===== config.mk =====
export PLATFORM = sky130hd
export DESIGN_NAME = acc_alu
export DESIGN_NICKNAME = d
export VERILOG_FILES = /design/src/rtl/core/acc_pkg.sv /design/src/rtl/core/acc_alu.sv
export SDC_FILE = /design/constraint.sdc
export NUM_CORES = 1
export LEC_CHECK = 0
export ABC_AREA = 0
export BUFFER_PORTS_ARGS = -buffer_cell sky130_fd_sc_hd__buf_2
export CAP_MARGIN = 0
export CORE_MARGIN = 2
export CORE_UTILIZATION = 55
export DETAILED_ROUTE_END_ITERATION = 7
export GPL_TIMING_DRIVEN = 0
export PLACE_DENSITY = 0.95
export REMOVE_ABC_BUFFERS = 1
export SETUP_SLACK_MARGIN = 0.2
export SLEW_MARGIN = 5
export SYNTH_ARGS = -nofsm -noshare
export SYNTH_HDL_FRONTEND = slang
export SYNTH_SLANG_ARGS = --single-unit
export TNS_END_PERCENT = 10

===== constraint.sdc =====
create_clock -name vclk -period 6.25
set_input_delay 0.625 -clock vclk [all_inputs]
set_output_delay 0.625 -clock vclk [all_outputs]
set_load 0.01 [all_outputs]

===== src/rtl/core/acc_pkg.sv =====
// Shared types and codes for the accumulator processor core.
package acc_pkg;

    localparam int WORD_W      = 32;
    localparam int CODE_W      = 8;
    localparam int CELL_ADDR_W = 10;
    localparam int CFG_IDX_W   = 2;

    localparam int DEF_MEM_WORDS    = 1024;
    localparam int DEF_OPERAND_BITS = 32;

    // item operations
    localparam logic [1:0] OP_LOAD    = 2'd0;
    localparam logic [1:0] OP_EXEC    = 2'd1;
    localparam logic [1:0] OP_RESTART = 2'd2;

    // instruction opcodes (ASCII letters)
    localparam logic [CODE_W-1:0] OPC_ADD    = 8'h61; // a
    localparam logic [CODE_W-1:0] OPC_SUB    = 8'h73; // s
    localparam logic [CODE_W-1:0] OPC_NOP    = 8'h6e; // n
    localparam logic [CODE_W-1:0] OPC_JUMP   = 8'h6a; // j
    localparam logic [CODE_W-1:0] OPC_ZJUMP  = 8'h7a; // z
    localparam logic [CODE_W-1:0] OPC_WRITE  = 8'h77; // w
    localparam logic [CODE_W-1:0] OPC_READ   = 8'h72; // r
    localparam logic [CODE_W-1:0] OPC_INC    = 8'h69; // i
    localparam logic [CODE_W-1:0] OPC_HALT   = 8'h68; // h
    localparam logic [CODE_W-1:0] OPC_MEMADD = 8'h6d; // m

    // configuration register indexes
    localparam logic [CFG_IDX_W-1:0] CFG_INIT_PC     = 2'd0;
    localparam logic [CFG_IDX_W-1:0] CFG_INIT_ACC    = 2'd1;
    localparam logic [CFG_IDX_W-1:0] CFG_INIT_STATUS = 2'd2;
    localparam logic [CFG_IDX_W-1:0] CFG_POWEROFF    = 2'd3;

    typedef struct packed {
        logic [1:0]               op;
        logic [CELL_ADDR_W-1:0]   cell_address;
        logic [CODE_W-1:0]        cell_opcode;
        logic signed [WORD_W-1:0] cell_first;
        logic signed [WORD_W-1:0] cell_second;
    } t_in_item;

    typedef struct packed {
        logic signed [WORD_W-1:0] pc_out;
        logic signed [WORD_W-1:0] acc_out;
        logic [WORD_W-1:0]        status_out;
        logic                     halted;
        logic [CODE_W-1:0]        executed_code;
    } t_out_item;

    typedef struct packed {
        logic [WORD_W-1:0] a;
        logic [WORD_W-1:0] b;
        logic              sub;
    } t_alu_req;

endpackage


===== src/rtl/core/acc_alu.sv =====
// Shared 32-bit add/subtract unit used for accumulator and pc updates.
module acc_alu
    import acc_pkg::*;
(
    input  t_alu_req          i_req,
    output logic [WORD_W-1:0] o_y
);

    assign o_y = i_req.sub ? (i_req.a - i_req.b) : (i_req.a + i_req.b);

endmodule


# Word-level counts from Yosys, hierarchy flattened
# Index checks and enable logic that the tools add are counted.
word_totals:
  regBits: 0
  output_inout_bits: 32
  elab_cells: 3
op_classes:
  addsub: 2
  n_mux: 1
op_table:
  columns: ["op", "count"]
  rows:
  - ["adder 32 bit", 1]
  - ["two-way mux 32 bit", 1]
  - ["subtractor 32 bit", 1]

# Depth between registers and ports, before layout
# Gate-level depths: netlist of the first run.
logic_depth:
  ltp_word: 2
  depth_mapped: 16

# Worst setup path after synthesis of the first run
# OpenSTA, ideal clock, no wires.
synth_timing:
  path_kind: "in2out"
  from: "input port i_req[6] (netlist name)"
  to: "output port o_y[25]"
  arrival_ns: 3.989
  required_ns: 5.625
  path_slack_ns: 1.636
  stages: 15
  path_buffers: 1
  cell_sequence: "or4_4 or3_4 nor2_2 nand2_1 nor3_1 a21oi_1 xnor2_1 ha_1 clkbuf_2 nand3_1 or3_1 o21ai_2 a311oi_1 o31ai_1 xor2_1"
synth_via:
  elab_chain_len: 2
  elab_cells_between_ends: 3
synth_rtl:
  columns: ["item", "line", "text"]
  rows:
  - ["start: declaration", "acc_alu.sv:5", "input t_alu_req i_req,"]
  - ["adder 32 bit / subtractor 32 bit (equally long branches)", "acc_alu.sv:9", "assign o_y = i_req.sub ? (i_req.a - i_req.b) : (i_req.a + i_req.b);"]
  - ["two-way mux 32 bit *", "acc_alu.sv:9", null]
  - ["end: declaration", "acc_alu.sv:6", "output logic [WORD_W-1:0] o_y"]
# Every way passes the cells marked *; elsewhere a longest branch is shown, timed or not.

# Worst setup path in the final report of the first run
# Ends and elaborated chain as after synthesis.

==> reports/metrics.cfg, run 1 <==
[run_status]
status=finished clean

[routing]
drt_first_pass_iters=5
viasPerCell=5.897
wl_per_cell_um=13.51
drc_errors=0
first_iter_violations=182
ant_nets=0
dr_total_vias=2854
routed_wirelength_mm=6.541

[sta]
tightest_slew_ns=0.9843
setup_tns_ns=0
setup_violations=0
fin_crit_ns=5.253
relSlewSlack=0.3352
rsz0062_at_grt=false
period_share=0.8405
maxSlewViolCount=0
hold_viol_final=0
max_freq_ghz=0.1904

[pwr]
clockPowerShare=0
sw_frac_of_total=0.5640
pwr-share-seq=0
ir_worst_vdd_v=0.0001073
intPower_uw=190.9
pwr_density_cell_mw_per_mm2=153.0
p_switching_uw=247.0
power_leakage_uw=0.001312
pwr-share-comb=1.000

[die]
chipHeight_um=69.47
initial_core_util=0.5809
ioPinCount=97
dieArea_mm2=0.004825
die_x_um=69.47
rows=23
core-area_mm2=0.004058

[logic_synthesis]
synth.mux.area_fraction=0.009023
syn_inst=348
synth_top_family_by_area=compound AO/OA/AOI/OAI gates
yosysSeqAreaShare=0
synth_compound_area_frac=0.2797
synth_warnings=0
ys_types=51
yosys.area_share.simple=0.2718
synth_xor_xnor_area_share=0.2187
synth.avg_cell_area_um2=6.774
syn_area_mm2=0.002357
synth_fa_ha_area_frac=0.1783

[global_routing]
first_global_vias=2587
grt_max_degree=32
gr-usage-all-layers=0.2546
antenna_found_initial=0
grt-ovfl-total=0
grt_pass1_wl_mm=10.81

[placement]
gp_congestion=1.001
place_inst=484
place.detailed.hpwl_mm=5.636
io_buffer_count=97

[run]
maxCapViolations=0

[clock_tree]
cts_setup_buffers=0
ctsHoldBuffers=0
cts_resized=0

[critical_path]
crit_arrival_ns=4.63
worstSetupStartpoint=i_req[6]
cp_max_fo=7
crit_path_start_kind=primary input
worst-setup-path-type=in2out
critPathRequiredTime_ns=5.62
end_kind=output port
endpoint=o_y[25]

[final_layout]
fin_nets=534
antennaDiodeCount=0
syn_to_final_growth_pct=21.39
clock_buffers=0
seq_cell_count=0
instances_no_fill=484
final-seq-area_um2=0
drive_gt1_frac=0.2535

[worst_hold_path]
hp-class=in2out

==> worst min path at each step <==
stage,end,from,cells past startpoint
2_1_floorplan,o_y[0],i_req[1],2
3_5_place_dp,o_y[1],i_req[34],3
6_report,o_y[1],i_req[34],3
5_1_grt,o_y[1],i_req[34],3
3_3_place_gp,o_y[1],i_req[34],3
4_1_cts,o_y[1],i_req[34],3
==> layer usage <==
| layer | up-vias | global-route usage | part of all wire |
|---|---|---|---|
| met5 | - | 0 | 0 |
| met4 | 0 | 0.06318 | 0.019 |
| met3 | 14 | 0.03052 | 0.067 |
| met2 | 113 | 0.4541 | 0.49 |
| met1 | 1280 | 0.3226 | 0.42 |
| li1 | 1447 | - | - |
==> logic make-up (layout without fill, tap and decap cells) <==
group | Yosys count | after routing
adder cells (fa/ha/maj) | 33 | 33
AO/OA/AOI/OAI | 105 | 105
XOR/XNOR | 58 | 58
buffers and inverters | 26 | 112
multiplexers | 2 | 2
AND/OR/NAND/NOR | 124 | 124
==> cell usage in the layout, fill, tap and decap left out, types with 2 or more instances in the layout <==
master	Yosys	final
buf_2	1	97
a21oi_1	45	45
xnor2_1	42	42
nor2_1	38	38
ha_1	32	32
nand2_1	24	24
nor3_1	17	17
o21ai_0	17	17
inv_1	15	15
xor2_1	15	15
nand3_1	9	9
a31oi_1	7	7
a21o_1	7	7
o21bai_1	6	6
nor2b_1	5	5
and3_1	5	5
nand4_1	5	5
o21a_1	5	5
nor4_1	4	4
or3_1	4	4
o211ai_1	3	3
or4_1	2	2
nor4b_1	2	2
o2bb2ai_1	2	2
a211oi_1	2	2
a311oi_1	2	2
==> metrics by stage <==
step	utilization	power, µW	worst slack [ns]	instance area (µm²)	hold slack [ns]
floorplan	-	291.4	1.667	2313	1.408
global placement	0.7052	421.5	1.108	2861	1.641
detailed placement	0.7052	433.1	1.098	2861	1.642
CTS	0.7052	434.4	1.084	2861	1.646
global route	0.7052	481.4	0.7640	2861	1.681
finish	0.7052	437.8	0.9967	2861	1.641
==> power groups by stage <==
stage	Clock [µW]	Combinational, µW	Sequential [µW]
final	0	438	0
after global routing	0	481	0
after CTS	0	434	0
after detailed placement	0	433	0
after global placement	0	422	0
after floorplan	0	291	0
==> cell usage after synthesis (all sizes together), types with 2 or more instances <==
master / instances / area, µm²
buf: 2 / 8.750
a31oi: 7 / 43.79
xor2: 15 / 131.4
o21bai: 7 / 63.81
nor2: 39 / 148.9
and3: 6 / 38.79
clkbuf: 9 / 35.03
nor4b: 3 / 41.29
a211oi: 2 / 15.01
xnor2: 43 / 384.1
o21a: 5 / 37.54
o2bb2ai: 2 / 17.52
inv: 15 / 56.30
nor3: 17 / 85.08
nor4: 5 / 46.29
nand4: 5 / 31.28
nor2b: 5 / 31.28
a311oi: 2 / 17.52
or4: 3 / 26.27
a21o: 7 / 52.55
nand3: 9 / 45.04
a21oi: 45 / 225.2
ha: 32 / 400.4
nand2: 24 / 90.09
a41oi: 2 / 25.03
or3: 5 / 36.28
o211ai: 3 / 22.52
o21ai: 18 / 93.84
==> area by class of cell <==
class                      count  area [µm²]
tap                           50       62.56
multi-input combinational    322        2257
fill                         356        1196
timing repair buffer          97       485.5
inverter                      15       56.30
==> worst max-delay path, stage by stage <==
cell and delay [ns]:
buf_2 0.12, or4_4 0.57, or3_4 0.36, nor2_2 0.11, nand2_1 0.08, nor3_1 0.29, a21oi_1 0.14, xnor2_1 0.17
ha_1 0.41, nand3_1 0.15, or3_1 0.40, o21ai_2 0.29, a311oi_1 0.24, o31ai_1 0.33, xor2_1 0.18, buf_2 0.15
(Power assumes the default switching activity.)
==> inputs of run 2 (changes only) <==
- CORE_UTILIZATION: 55 -> 47
- PLACE_DENSITY: 0.95 -> 0.86
- clock period: 6.25 -> 4.6 ns (I/O delays scaled with it)
==> run 2 against run 1 <==
Effect of this change: power up 57%; highest routed layer unchanged; utilization down 1.1 points; non-clock buffer count up 25; combinational power up 57%; worst setup slack worse by 0.83 ns; worst hold slack worse by 0.33 ns; first-iteration DRC count down 4.9%; critical endpoint is now o_y[29]; via count up 6.4%; sequential cell count unchanged.
==> reports/metrics.cfg, run 2 (same netlist as run 1, synthesis figures left out) <==
[critical_path]
end_kind=output port  ; unchanged
crit_path_start_kind=primary input  ; unchanged
worst-setup-path-type=in2out  ; unchanged
crit_arrival_ns=3.97  ; was 4.63 ns
cp_max_fo=6  ; was 7
critPathRequiredTime_ns=4.14  ; was 5.62 ns

[placement]
gp_congestion=0.9429  ; was 1.001
place_inst=501  ; was 484
placed_cell_area_mm2=0.002883  ; was 0.002861 mm²
place.detailed.hpwl_mm=5.561  ; was 5.636 mm
dp_slack_ns=-0.2856  ; was 1.098 ns
io_buffer_count=97  ; unchanged

[final_layout]
clock_buffers=0  ; unchanged
antennaDiodeCount=0  ; unchanged
syn_to_final_growth_pct=40.98  ; was 21.39%
finalInstanceArea_mm2=0.003323  ; was 0.002861 mm²
seq_cell_count=0  ; unchanged
final-seq-area_um2=0  ; unchanged
multiInputGateArea_mm2=0.002490  ; was 0.002257 mm²
fin_nets=559  ; was 534
final_cell_mix=95 x buf_2, 40 x xnor2_1, 36 x nor2_1, 36 x a21oi_1, 25 x ha_1  ; was 97 x buf_2, 45 x a21oi_1, 42 x xnor2_1
final_common_cell=buf_2  ; unchanged
fillers=406  ; was 356
instances_no_fill=526  ; was 484
drive_gt1_frac=0.3769  ; was 0.2535

[global_routing]
first_global_vias=2713  ; was 2587
grt-ovfl-total=0  ; unchanged
grt_pass1_wl_mm=11.72  ; was 10.81 mm
antenna_found_initial=0  ; unchanged
grt_max_degree=32  ; unchanged
gr-usage-all-layers=0.2563  ; was 0.2546

[worst_hold_path]
hp-class=in2out  ; unchanged

[sta]
fin_crit_ns=4.430
max_freq_ghz=0.2257
relSlewSlack=0.4132  ; was 0.3352
setup_ws_ns=0.1696  ; was 0.9967 ns
maxSlewViolCount=0  ; unchanged
rsz0062_at_grt=true  ; was false
setup_violations=0  ; unchanged
tightest_slew_ns=0.8688  ; was 0.9843 ns
hold_viol_final=0  ; unchanged
finalHoldWorstSlack_ns=1.315  ; was 1.641 ns
period_share=0.9631

[die]
ioPinCount=97  ; unchanged
dieArea_mm2=0.005598  ; was 0.004825 mm²
initial_core_util=0.4925  ; was 0.5809
die_x_um=74.82  ; was 69.47 µm
rows=25  ; was 23
chipHeight_um=74.82  ; was 69.47 µm
core-area_mm2=0.004786  ; was 0.004058 mm²

[routing]
wl_met1_mm=3.222  ; was 2.768 mm
first_iter_violations=173  ; was 182
wl_met3_um=485  ; was 439 µm
drc_errors=0  ; unchanged
top_layer=met4  ; unchanged
drt_first_pass_iters=5  ; unchanged
dr_total_vias=3036  ; was 2854
ant_nets=0  ; unchanged
dr_wl_met2_mm=3.666  ; was 3.207 mm
viasPerCell=5.772  ; was 5.897
wl_per_cell_um=14.32  ; was 13.51 µm
routed_wirelength_mm=7.531  ; was 6.541 mm

[clock_tree]
ctsHoldBuffers=0  ; unchanged

[pwr]
pwr_density_cell_mw_per_mm2=207.2  ; was 153.0 mW/mm²
power_leakage_uw=0.001467  ; was 0.001312 µW
total_power_uw=688.6  ; was 437.8 µW
ir_worst_vdd_v=0.0001410  ; was 0.0001073 V

[run]
maxCapViolations=0  ; unchanged

[run_status]
status=finished clean  ; unchanged

[run 2: metal layers]
| layer | vias up | global-route usage |
|---|---|---|
| li1 | 1496 | - |
| met2 | 128 | 0.4513 |
| met5 | - | 0 |
| met1 | 1388 | 0.3373 |
| met4 | 0 | 0.05556 |
| met3 | 24 | 0.02544 |
[run 2: cell type report]
| class | instances | share of cell area |
|---|---|---|
| inverter | 15 | 0.01694 |
| timing repair buffer | 122 | 0.2086 |
| tap | 67 | 0.02523 |
| multi-input combinational | 322 | 0.7492 |
[run 2: worst paths after layout]
path	slack, ns	cells after the start	start	to
setup / recovery	0.17	16	i_req[5]	o_y[29]
hold / removal	1.32	5	i_req[33]	o_y[0]
[run 2: per-stage QoR]
| stage | TNS [ns] | util |
|---|---|---|
| global placement | -0.8866 | 0.6024 |
| finish | 0 | 0.6944 |
| floorplan | 0 | - |
| detailed placement | -1.428 | 0.6024 |
| CTS | 0 | 0.6586 |
| global route | -0.05604 | 0.6944 |
[run 2: repair_timing]
action / in CTS / in global routing
endpoints found under the setup margin: 15 / 17
buffers inserted: 14 / 11
pin swaps: 27 / 25
gates cloned: 0 / 0
gates resized for setup: 40 / 21
[run 2: worst max-delay path: stages]
cell	delay (ns)
buf_8	0.09
or4_4	0.54
buf_4	0.16
nor4_4	0.34
nand2_1	0.12
nor2_2	0.14
nor2_1	0.06
xnor2_1	0.27
ha_2	0.36
and3_4	0.18
nor2b_1	0.13
o31a_1	0.26
a311oi_4	0.38
o211ai_1	0.17
xnor2_1	0.15
buf_2	0.15
[run 2: report_power, final]
| part | internal, µW | total (µW) | switching (µW) |
|---|---|---|---|
| combinational | 315 | 689 | 374 |
| sequential | 0 | 0 | 0 |
| clock | 0 | 0 | 0 |
| total | 315 | 689 | 374 |
